--- src/hw/rtl/cikl_pkg.sv ---
`timescale 1ns / 1ps
// ----------------------------------------------------------------------------
// cikl_pkg
// Shared types, character codes and the keyword table of the C name lexer.
// ----------------------------------------------------------------------------
package cikl_pkg;

  localparam int NAME_CHARS  = 8;
  localparam int NAME_W      = 8 * NAME_CHARS;
  localparam int LANE_W      = $clog2(NAME_CHARS);
  localparam int COUNT_W     = 9;
  localparam int OUT_POS_W   = 16;
  localparam int KW_COUNT    = 32;
  localparam int KW_IDX_W    = 5;
  localparam int POS_WIDTH   = 16;
  localparam int QUEUE_DEPTH = 4;
  localparam int OUT_DATA_W  = 120;

  localparam logic [COUNT_W-1:0] COUNT_SAT = 9'd256;

  localparam logic [7:0] CH_SPACE   = 8'h20;
  localparam logic [7:0] CH_TAB     = 8'h09;
  localparam logic [7:0] CH_CR      = 8'h0D;
  localparam logic [7:0] CH_LF      = 8'h0A;
  localparam logic [7:0] CH_USCORE  = 8'h5F;
  localparam logic [7:0] CH_UPPER_A = 8'h41;
  localparam logic [7:0] CH_UPPER_Z = 8'h5A;
  localparam logic [7:0] CH_LOWER_A = 8'h61;
  localparam logic [7:0] CH_LOWER_Z = 8'h7A;

  typedef enum logic [1:0] {
    KIND_IDENT   = 2'd0,
    KIND_KEYWORD = 2'd1,
    KIND_BAD     = 2'd2
  } kind_t;

  // One queue entry holds everything one input item causes: an optional
  // finished name and an optional unsupported byte, in that order.
  typedef struct packed {
    logic                 has_name;
    logic                 has_bad;
    logic [NAME_W-1:0]    name_buf;
    logic [COUNT_W-1:0]   name_cnt;
    logic [OUT_POS_W-1:0] name_line;
    logic [OUT_POS_W-1:0] name_col;
    logic [OUT_POS_W-1:0] bad_line;
    logic [OUT_POS_W-1:0] bad_col;
    logic [7:0]           bad_char;
  } entry_t;

  typedef struct packed {
    kind_t                kind;
    logic [KW_IDX_W-1:0]  keyword_index;
    logic [NAME_W-1:0]    name_text;
    logic [7:0]           name_length;
    logic                 length_saturated;
    logic [OUT_POS_W-1:0] start_line;
    logic [OUT_POS_W-1:0] start_column;
    logic [7:0]           bad_char;
    logic                 last;
  } result_t;

  typedef struct packed {
    logic                hit;
    logic [KW_IDX_W-1:0] idx;
  } kw_match_t;

  // Keywords as right-aligned string literals; the lookup reverses them so
  // that the first character sits in the low byte, as in the name buffer.
  localparam logic [NAME_W-1:0] KW_LIT [KW_COUNT] = '{
    64'("auto"),     64'("extern"),   64'("register"), 64'("static"),
    64'("typedef"),  64'("const"),    64'("volatile"), 64'("signed"),
    64'("unsigned"), 64'("short"),    64'("long"),     64'("char"),
    64'("int"),      64'("float"),    64'("double"),   64'("enum"),
    64'("struct"),   64'("union"),    64'("void"),     64'("break"),
    64'("case"),     64'("continue"), 64'("default"),  64'("do"),
    64'("else"),     64'("for"),      64'("goto"),     64'("if"),
    64'("return"),   64'("switch"),   64'("while"),    64'("sizeof")
  };

  localparam logic [3:0] KW_LEN [KW_COUNT] = '{
    4'd4, 4'd6, 4'd8, 4'd6, 4'd7, 4'd5, 4'd8, 4'd6,
    4'd8, 4'd5, 4'd4, 4'd4, 4'd3, 4'd5, 4'd6, 4'd4,
    4'd6, 4'd5, 4'd4, 4'd5, 4'd4, 4'd8, 4'd7, 4'd2,
    4'd4, 4'd3, 4'd4, 4'd2, 4'd6, 4'd6, 4'd5, 4'd6
  };

  // Parallel compare against all keywords; the keywords are distinct, so at
  // most one compare hits and the index is the OR of the hit positions.
  function automatic kw_match_t kw_lookup(input logic [NAME_W-1:0] text,
                                          input logic [COUNT_W-1:0] count);
    kw_match_t         m;
    logic [NAME_W-1:0] lit;
    logic [NAME_W-1:0] kw_bits;
    logic [3:0]        len;
    m = '0;
    for (int i = 0; i < KW_COUNT; i++) begin
      lit     = KW_LIT[i];
      len     = KW_LEN[i];
      kw_bits = '0;
      for (int j = 0; j < NAME_CHARS; j++) begin
        if (4'(j) < len) begin
          kw_bits[8*j +: 8] = lit[8*(int'(len) - 1 - j) +: 8];
        end
      end
      if (count == COUNT_W'(len) && text == kw_bits) begin
        m.hit = 1'b1;
        m.idx = m.idx | KW_IDX_W'(i);
      end
    end
    return m;
  endfunction

endpackage

--- src/hw/rtl/cikl_front.sv ---
`timescale 1ns / 1ps
// ----------------------------------------------------------------------------
// cikl_front
// Accepts source bytes, tracks line, column and the open name, and queues
// the finished name and unsupported byte that each item causes.
// ----------------------------------------------------------------------------
module cikl_front #(
  parameter int POS_WIDTH = cikl_pkg::POS_WIDTH
) (
  input  logic             clk,
  input  logic             rst_n,
  input  logic             in_tvalid,
  output logic             in_tready,
  input  logic [7:0]       in_tdata,
  input  logic             in_tlast,
  output logic             push,
  output cikl_pkg::entry_t push_data,
  input  logic             queue_full
);

  localparam logic [POS_WIDTH-1:0] POS_ONE = POS_WIDTH'(1);

  logic [POS_WIDTH-1:0]         line_r, line_nxt;
  logic [POS_WIDTH-1:0]         col_r, col_nxt;
  logic                         in_name_r, in_name_nxt;
  logic [cikl_pkg::NAME_W-1:0]  buf_r, buf_nxt, buf_base;
  logic [cikl_pkg::COUNT_W-1:0] cnt_r, cnt_nxt, cnt_base;
  logic [POS_WIDTH-1:0]         sline_r, sline_nxt;
  logic [POS_WIDTH-1:0]         scol_r, scol_nxt;
  logic                         after_cr_r, after_cr_nxt;
  logic                         accept;
  logic                         is_name_char;
  logic                         is_blank;
  logic                         has_name;
  logic                         has_bad;

  function automatic logic [POS_WIDTH-1:0] pos_inc(input logic [POS_WIDTH-1:0] v);
    return (&v) ? v : v + POS_ONE;
  endfunction

  assign in_tready = !queue_full;
  assign accept    = in_tvalid && in_tready;

  assign is_name_char = (in_tdata >= cikl_pkg::CH_UPPER_A && in_tdata <= cikl_pkg::CH_UPPER_Z)
                     || (in_tdata >= cikl_pkg::CH_LOWER_A && in_tdata <= cikl_pkg::CH_LOWER_Z)
                     || (in_tdata == cikl_pkg::CH_USCORE);
  assign is_blank = (in_tdata == cikl_pkg::CH_SPACE) || (in_tdata == cikl_pkg::CH_TAB)
                 || (in_tdata == cikl_pkg::CH_CR) || (in_tdata == cikl_pkg::CH_LF);

  always_comb begin
    line_nxt     = line_r;
    col_nxt      = col_r;
    in_name_nxt  = in_name_r;
    buf_nxt      = buf_r;
    cnt_nxt      = cnt_r;
    sline_nxt    = sline_r;
    scol_nxt     = scol_r;
    after_cr_nxt = 1'b0;
    buf_base     = in_name_r ? buf_r : '0;
    cnt_base     = in_name_r ? cnt_r : '0;

    if (is_name_char) begin
      in_name_nxt = 1'b1;
      if (!in_name_r) begin
        sline_nxt = line_r;
        scol_nxt  = col_r;
      end
      buf_nxt = buf_base;
      for (int i = 0; i < cikl_pkg::NAME_CHARS; i++) begin
        if (cnt_base < cikl_pkg::COUNT_W'(cikl_pkg::NAME_CHARS)
            && cnt_base[cikl_pkg::LANE_W-1:0] == cikl_pkg::LANE_W'(i)) begin
          buf_nxt[8*i +: 8] = in_tdata;
        end
      end
      cnt_nxt = (cnt_base < cikl_pkg::COUNT_SAT) ? cnt_base + 1'b1 : cnt_base;
      col_nxt = pos_inc(col_r);
    end else begin
      in_name_nxt = 1'b0;
      if (in_tdata == cikl_pkg::CH_SPACE || in_tdata == cikl_pkg::CH_TAB) begin
        col_nxt = pos_inc(col_r);
      end else if (in_tdata == cikl_pkg::CH_CR) begin
        line_nxt     = pos_inc(line_r);
        col_nxt      = '0;
        after_cr_nxt = 1'b1;
      end else if (in_tdata == cikl_pkg::CH_LF) begin
        // LF right after CR belongs to the same newline.
        if (!after_cr_r) begin
          line_nxt = pos_inc(line_r);
          col_nxt  = '0;
        end
      end else begin
        col_nxt = pos_inc(col_r);
      end
    end

    // A name closes on any other byte, or on the last byte of the text.
    has_name = in_name_r ? (!is_name_char || in_tlast) : (is_name_char && in_tlast);
    has_bad  = !is_name_char && !is_blank;

    push_data.has_name  = has_name;
    push_data.has_bad   = has_bad;
    push_data.name_buf  = buf_nxt;
    push_data.name_cnt  = cnt_nxt;
    push_data.name_line = cikl_pkg::OUT_POS_W'(sline_nxt);
    push_data.name_col  = cikl_pkg::OUT_POS_W'(scol_nxt);
    push_data.bad_line  = cikl_pkg::OUT_POS_W'(line_r);
    push_data.bad_col   = cikl_pkg::OUT_POS_W'(col_r);
    push_data.bad_char  = in_tdata;

    if (in_tlast) begin
      line_nxt     = POS_ONE;
      col_nxt      = '0;
      in_name_nxt  = 1'b0;
      buf_nxt      = '0;
      cnt_nxt      = '0;
      sline_nxt    = POS_ONE;
      scol_nxt     = '0;
      after_cr_nxt = 1'b0;
    end
  end

  assign push = accept && (has_name || has_bad);

  always_ff @(posedge clk) begin
    if (!rst_n) begin
      line_r     <= POS_ONE;
      col_r      <= '0;
      in_name_r  <= 1'b0;
      buf_r      <= '0;
      cnt_r      <= '0;
      sline_r    <= POS_ONE;
      scol_r     <= '0;
      after_cr_r <= 1'b0;
    end else if (accept) begin
      line_r     <= line_nxt;
      col_r      <= col_nxt;
      in_name_r  <= in_name_nxt;
      buf_r      <= buf_nxt;
      cnt_r      <= cnt_nxt;
      sline_r    <= sline_nxt;
      scol_r     <= scol_nxt;
      after_cr_r <= after_cr_nxt;
    end
  end

  a_eot_closes_name: assert property (@(posedge clk) disable iff (!rst_n)
    accept && in_tlast |=> !in_name_r && line_r == POS_ONE && cnt_r == '0)
    else $error("name state not cleared after end of text");

endmodule

--- src/hw/rtl/cikl_queue.sv ---
`timescale 1ns / 1ps
// ----------------------------------------------------------------------------
// cikl_queue
// Short first-in first-out queue of pending items between front and back.
// ----------------------------------------------------------------------------
module cikl_queue #(
  parameter int DEPTH = cikl_pkg::QUEUE_DEPTH
) (
  input  logic             clk,
  input  logic             rst_n,
  input  logic             push,
  input  cikl_pkg::entry_t push_data,
  output logic             full,
  input  logic             pop,
  output logic             empty,
  output cikl_pkg::entry_t head
);

  localparam int PTR_W = (DEPTH > 1) ? $clog2(DEPTH) : 1;
  localparam int CNT_W = $clog2(DEPTH + 1);
  localparam logic [PTR_W-1:0] PTR_LAST = PTR_W'(DEPTH - 1);
  localparam logic [CNT_W-1:0] CNT_FULL = CNT_W'(DEPTH);

  cikl_pkg::entry_t   mem_r [DEPTH];
  logic [PTR_W-1:0]   wr_ptr_r, wr_ptr_nxt;
  logic [PTR_W-1:0]   rd_ptr_r, rd_ptr_nxt;
  logic [CNT_W-1:0]   cnt_r, cnt_nxt;

  assign full  = (cnt_r == CNT_FULL);
  assign empty = (cnt_r == '0);
  assign head  = mem_r[rd_ptr_r];

  always_comb begin
    wr_ptr_nxt = wr_ptr_r;
    rd_ptr_nxt = rd_ptr_r;
    cnt_nxt    = cnt_r;
    if (push) begin
      wr_ptr_nxt = (wr_ptr_r == PTR_LAST) ? '0 : wr_ptr_r + 1'b1;
    end
    if (pop) begin
      rd_ptr_nxt = (rd_ptr_r == PTR_LAST) ? '0 : rd_ptr_r + 1'b1;
    end
    if (push && !pop) begin
      cnt_nxt = cnt_r + 1'b1;
    end else if (pop && !push) begin
      cnt_nxt = cnt_r - 1'b1;
    end
  end

  always_ff @(posedge clk) begin
    if (!rst_n) begin
      wr_ptr_r <= '0;
      rd_ptr_r <= '0;
      cnt_r    <= '0;
    end else begin
      wr_ptr_r <= wr_ptr_nxt;
      rd_ptr_r <= rd_ptr_nxt;
      cnt_r    <= cnt_nxt;
    end
  end

  always_ff @(posedge clk) begin
    if (push) begin
      mem_r[wr_ptr_r] <= push_data;
    end
  end

  a_no_overrun: assert property (@(posedge clk) disable iff (!rst_n)
    !(push && full) && !(pop && empty))
    else $error("queue pushed while full or popped while empty");

endmodule

--- src/hw/rtl/cikl_back.sv ---
`timescale 1ns / 1ps
// ----------------------------------------------------------------------------
// cikl_back
// Takes queued items, looks names up in the keyword table and delivers one
// result per cycle, while items are queued and the output is not held, through an output register.
// ----------------------------------------------------------------------------
module cikl_back (
  input  logic              clk,
  input  logic              rst_n,
  input  logic              q_empty,
  input  cikl_pkg::entry_t  q_head,
  output logic              pop,
  output logic              out_valid,
  input  logic              out_ready,
  output cikl_pkg::result_t out_res
);

  logic                 phase_r, phase_nxt;
  logic                 out_valid_r, out_valid_nxt;
  cikl_pkg::result_t    res_r;
  cikl_pkg::result_t    res;
  cikl_pkg::kw_match_t  kw;
  logic                 load;
  logic                 sel_name;

  assign kw       = cikl_pkg::kw_lookup(q_head.name_buf, q_head.name_cnt);
  assign sel_name = !phase_r && q_head.has_name;
  assign load     = !q_empty && (!out_valid_r || out_ready);

  always_comb begin
    if (sel_name) begin
      res.kind             = kw.hit ? cikl_pkg::KIND_KEYWORD : cikl_pkg::KIND_IDENT;
      res.keyword_index    = kw.hit ? kw.idx : '0;
      res.name_text        = q_head.name_buf;
      // The count saturates at 256, so bit 8 alone marks an overlong name.
      res.name_length      = q_head.name_cnt[8] ? 8'hFF : q_head.name_cnt[7:0];
      res.length_saturated = q_head.name_cnt[8];
      res.start_line       = q_head.name_line;
      res.start_column     = q_head.name_col;
      res.bad_char         = '0;
      res.last             = !q_head.has_bad;
    end else begin
      res.kind             = cikl_pkg::KIND_BAD;
      res.keyword_index    = '0;
      res.name_text        = '0;
      res.name_length      = 8'd1;
      res.length_saturated = 1'b0;
      res.start_line       = q_head.bad_line;
      res.start_column     = q_head.bad_col;
      res.bad_char         = q_head.bad_char;
      res.last             = 1'b1;
    end

    phase_nxt     = phase_r;
    out_valid_nxt = out_valid_r;
    if (load) begin
      phase_nxt     = !res.last;
      out_valid_nxt = 1'b1;
    end else if (out_ready) begin
      out_valid_nxt = 1'b0;
    end
  end

  assign pop       = load && res.last;
  assign out_valid = out_valid_r;
  assign out_res   = res_r;

  always_ff @(posedge clk) begin
    if (!rst_n) begin
      phase_r     <= 1'b0;
      out_valid_r <= 1'b0;
    end else begin
      phase_r     <= phase_nxt;
      out_valid_r <= out_valid_nxt;
    end
  end

  always_ff @(posedge clk) begin
    if (load) begin
      res_r <= res;
    end
  end

  a_phase_has_bad: assert property (@(posedge clk) disable iff (!rst_n)
    phase_r |-> !q_empty && q_head.has_name && q_head.has_bad)
    else $error("second result pending without an unsupported byte at the head");

  a_bad_is_last: assert property (@(posedge clk) disable iff (!rst_n)
    out_valid_r && res_r.kind == cikl_pkg::KIND_BAD |-> res_r.last)
    else $error("unsupported-byte result not marked last");

  a_split_then_bad: assert property (@(posedge clk) disable iff (!rst_n)
    load && !res.last |=> out_valid_r && !q_empty && phase_r)
    else $error("name result split from its byte but second half lost");

endmodule

--- src/hw/rtl/c_identifier_keyword_lexer.sv ---
`timescale 1ns / 1ps
// ----------------------------------------------------------------------------
// c_identifier_keyword_lexer
// Streaming C name and keyword recognizer: one source byte per item in,
// identifier, keyword and unsupported-byte results out.
// ----------------------------------------------------------------------------
// A taken item is queued, then its result is loaded into the output register.
// Throughput: one byte per cycle while the queue is not full; a byte that
// closes a name and is itself unsupported gives two results, name first,
// which the QUEUE_DEPTH-entry queue between front and back absorbs.
// Reset (rst_n low, synchronous): line 1, column 0, no open name, queue and
// output register empty; no clearing pass is needed.
module c_identifier_keyword_lexer #(
  parameter int POS_WIDTH   = cikl_pkg::POS_WIDTH,
  parameter int QUEUE_DEPTH = cikl_pkg::QUEUE_DEPTH
) (
  input  logic                            clk,
  input  logic                            rst_n,
  input  logic                            in_tvalid,
  output logic                            in_tready,
  input  logic [7:0]                      in_tdata,   // ch
  input  logic                            in_tlast,   // end_of_text
  output logic                            out_tvalid,
  input  logic                            out_tready,
  // keyword_index, name_text, name_length, length_saturated, start_line,
  // start_column, bad_char, zero fill
  output logic [cikl_pkg::OUT_DATA_W-1:0] out_tdata,
  output logic [1:0]                      out_tuser,  // kind
  output logic                            out_tlast   // last_of_run
);

  logic              push;
  logic              pop;
  logic              q_full;
  logic              q_empty;
  cikl_pkg::entry_t  push_data;
  cikl_pkg::entry_t  q_head;
  cikl_pkg::result_t res;

  cikl_front #(
    .POS_WIDTH (POS_WIDTH)
  ) u_front (
    .clk        (clk),
    .rst_n      (rst_n),
    .in_tvalid  (in_tvalid),
    .in_tready  (in_tready),
    .in_tdata   (in_tdata),
    .in_tlast   (in_tlast),
    .push       (push),
    .push_data  (push_data),
    .queue_full (q_full)
  );

  cikl_queue #(
    .DEPTH (QUEUE_DEPTH)
  ) u_queue (
    .clk       (clk),
    .rst_n     (rst_n),
    .push      (push),
    .push_data (push_data),
    .full      (q_full),
    .pop       (pop),
    .empty     (q_empty),
    .head      (q_head)
  );

  cikl_back u_back (
    .clk       (clk),
    .rst_n     (rst_n),
    .q_empty   (q_empty),
    .q_head    (q_head),
    .pop       (pop),
    .out_valid (out_tvalid),
    .out_ready (out_tready),
    .out_res   (res)
  );

  assign out_tdata = {2'b00, res.bad_char, res.start_column, res.start_line,
                      res.length_saturated, res.name_length, res.name_text,
                      res.keyword_index};
  assign out_tuser = res.kind;
  assign out_tlast = res.last;

endmodule
--- config.mk ---
export PLATFORM = sky130hd
export DESIGN_NAME = c_identifier_keyword_lexer
export DESIGN_NICKNAME = d
export VERILOG_FILES = /design/src/hw/rtl/cikl_pkg.sv /design/src/hw/rtl/cikl_front.sv /design/src/hw/rtl/cikl_queue.sv /design/src/hw/rtl/cikl_back.sv /design/src/hw/rtl/c_identifier_keyword_lexer.sv
export SDC_FILE = /design/constraint.sdc
export NUM_CORES = 1
export LEC_CHECK = 0
export BUFFER_PORTS_ARGS = -buffer_cell sky130_fd_sc_hd__buf_2
export CAP_MARGIN = 5
export CORE_MARGIN = 5
export CORE_UTILIZATION = 48
export CTS_BUF_LIST = sky130_fd_sc_hd__clkbuf_4 sky130_fd_sc_hd__clkbuf_8
export DETAILED_ROUTE_END_ITERATION = 10
export PLACE_DENSITY_LB_ADDON = 0.1
export SYNTH_ARGS = -nofsm -noshare
export SYNTH_HDL_FRONTEND = slang
export SYNTH_HIERARCHICAL = 1
export SYNTH_SLANG_ARGS = --single-unit
--- constraint.sdc ---
create_clock -name clk -period 9.55 [get_ports clk]
set_clock_uncertainty 0.05 [all_clocks]
set_input_delay 0.4775 -clock clk [delete_from_list [all_inputs] [get_ports clk]]
set_output_delay 0.4775 -clock clk [all_outputs]
set_load 0.02 [all_outputs]
==> impl_metrics.csv <==
group,metric,value,unit
run_status,status,"completed",
timing,min_period,5.19,ns
cells_and_area,drive_gt1_share,25.0,%
floorplanning,die_area,0.0796,sq mm
timing,relSlewSlack,22.3,%
cells_and_area,final_cells,3460,
worst_hold_path,min_from,"rst_n",
synth,synth.distinct_cells,86,
floorplanning,num_rows,99,
run,drv_cap,0,
synth,synth-async-reset-ratio,0,%
clock_network,cts-resized-gates,0,
cells_and_area,final_util,54.4,%
clock_network,root_buffer,"clkbuf_8",
timing,grt_setup_unrepaired,"false",
synth,ys_ff_latch,859,
power,powerDensity,280,mW/mm^2
drt,drc,0,
floorplanning,initial_core_util,48.5,%
setup_path,crit_fanout,53,
floorplanning,io_pins,138,
global_route,grtUsageTotal,22.6,%
setup_path,start_kind,"register",
clock_network,cts_tree,"done",
setup_path,cp.arrival,5.76,ns
timing,max_freq,193,MHz
cells_and_area,fillers,5957,
timing,finalSetupViolCount,0,
global_route,grt_pass1_vias,21000,
global_route,overflow,0,
synth,yosysSeqAreaShare,68.4,%
setup_path,max_stage_delay,0.86,ns
floorplanning,core-area,0.0732,sq mm
floorplanning,die_x,282,microns
floorplanning,die_y,282,microns
synth,netlist_area,0.0355,sq mm
synth,ys.warnings.count,6,
synth,synth-main-ff-cell,"edfxtp_1",
clock_network,clk_transition_reported_paths,0.06,ns
drt,first_pass_iters,5,
global_route,grt_pass1_wl,135,mm
timing,whs,0.109,ns
power,vdd_drop_max,0.224,mV
synth,avgSynthCellArea,16.0,sq um
setup_path,required,10.12,ns
drt,drt_wl_total,89.5,mm
drt,drt_iter0_markers,1432,
drt,via_count,20600,
power,p_leak,0.0137,uW
synth,syn_inst,2218,
drt,ant_nets,0,
setup_path,worstSetupPathType,"reg -> reg",
clock_network,clock_path_buffers,3,
clock_network,cts.htree.levels,4,
cells_and_area,fin_nets,2410,
clock_network,clock_latency,0.79,ns
timing,tns,0,ns
placement,gp_congestion,0.865,
timing,worstMarginPinSlew,1.16,ns
placement,port_buffers,135,
setup_path,cpMostUsedCell,"or4_1",
clock_network,cts_sinks,859,
worst_hold_path,hold_path.class,"in -> reg",
clock_network,numCtsBuffers,143,
cells_and_area,area_growth,12.2,%
setup_path,critPathCaptureType,"register",
global_route,grt_antenna_before_repair,2,
synth,synth-edff-count,709,
setup_path,timing.critical_path.slowest_stage_cell,"dfxtp_4",
placement,dp_hpwl,56.1,mm
timing,hold_violations,0,
setup_path,crit_chain,"buf_4 > mux4_2 > nor4_2 > nand4_1 > or4_1 > or4_1 > nor4bb_1 > a41oi_2",
cells_and_area,final_cell_mix,"edfxtp_1 (709), nand2_1 (178), clkbuf_8 (160)",
timing,period_share,54.4,%
placement,place_inst,3192,
drt,vias_per_cell,5.95,
drt,wl_per_cell,25.9,microns
cells_and_area,layout_commonest_cell,"edfxtp_1",
global_route,grt_max_degree,96,
timing,slew_violations,0,
## sequential cells by signal, indices dropped and copies added (netlist names), 3 cells and up, named ones only
name	count
u_back/out_res	121
u_front/buf_r	64
u_front/cnt_r	9
u_front/col_r	16
u_front/line_r	16
u_front/scol_r	16
u_front/sline_r	16
u_queue/cnt_r	3
u_queue/mem_r	588
## logic make-up (layout without fill, tap and decap cells)
family | Yosys count | after routing | synth area share [%]
AOI/OAI and AO/OA | 295 | 295 | 6.51
xor gates and xnor gates | 10 | 10 | 0.247
and+or+nand+nor | 685 | 685 | 11.1
adders and majority gates | 15 | 15 | 0.549
buffers and inverters | 170 | 451 | 2.76
muxes | 183 | 183 | 10.4
other | 1 | 3 | 0.0106
DFF | 859 | 859 | 68.4
## worst max-delay path: cells and delay by family, from the launching register on
kind,cells,cell delay [ns]
buffers and inverters,1,0.83
AOI/OAI and AO/OA,1,0.22
and+or+nand+nor,5,2.49
DFF,1,0.86
muxes,1,0.46
## synthesized netlist by cell type (all sizes together) (32+ instances only)
| cell | count | area (sq um) |
|---|---|---|
| nand4 | 56 | 365 |
| a21oi | 36 | 180 |
| o21ai | 32 | 160 |
| a32o | 40 | 400 |
| edfxtp | 709 | 21300 |
| clkbuf | 82 | 308 |
| nor4 | 40 | 344 |
| buf | 66 | 589 |
| nand2 | 178 | 668 |
| and2 | 94 | 588 |
| mux4 | 147 | 3310 |
| a22o | 93 | 815 |
| nor2b | 32 | 200 |
| nand3 | 42 | 210 |
| nor2 | 73 | 274 |
| dfxtp | 150 | 3000 |
## report_power, final
group	internal (uW)	total [uW]	switching, uW
Combinational	1030	3000	1970
Clock	1850	3310	1460
Sequential	4670	4840	168
## stage by stage
| stage | area (sq um) | power (uW) | setup slack (ns) |
|---|---|---|---|
| global route | 39900 | 11700 | 4.26 |
| floorplan | 35500 | 7090 | 1.78 |
| finish | 39900 | 11100 | 4.36 |
| global placement | 36800 | 7960 | 4.46 |
| detailed placement | 36800 | 7970 | 4.47 |
| CTS | 39900 | 11300 | 4.43 |
## cell type report
type | instances | area [sq um] | share of cell area, %
Tap cell | 959 | 1200 | 3.01
Timing Repair Buffer | 166 | 956 | 2.40
Clock inverter | 50 | 389 | 0.976
Clock buffer | 213 | 2600 | 6.52
Sequential cell | 859 | 24300 | 61.0
Antenna cell | 1 | 2.50 | 0.00628
Inverter | 22 | 82.6 | 0.207
Multi-Input combinational cell | 1190 | 10300 | 25.9
## worst paths after layout
kind | endpoint | cells past startpoint | slack, ns
max | u_back/out_res[119] | 8 | 4.36
min | u_front/line_r[0] | 3 | 0.11
max reg2reg | u_back/out_res[119] | 8 | 4.36
min reg2reg | u_front/buf_r[15] | 2 | 0.38
## timing repair
action                    in CTS  in global routing
setup buffers                  0                  0
hold buffers                   4                  0
hold endpoints to repair      13                  0
## layer usage
| metal | wire length (microns) | share of wire [%] | track usage, % |
|---|---|---|---|
| met1 | 38100 | 43 | 30.3 |
| met2 | 44300 | 49 | 37.7 |
| met3 | 3990 | 4.5 | 3.57 |
| met4 | 3150 | 3.5 | 8.95 |
| met5 | 7 | 0.0078 | 0 |
Note: power is estimated with default switching activity, not from simulation.
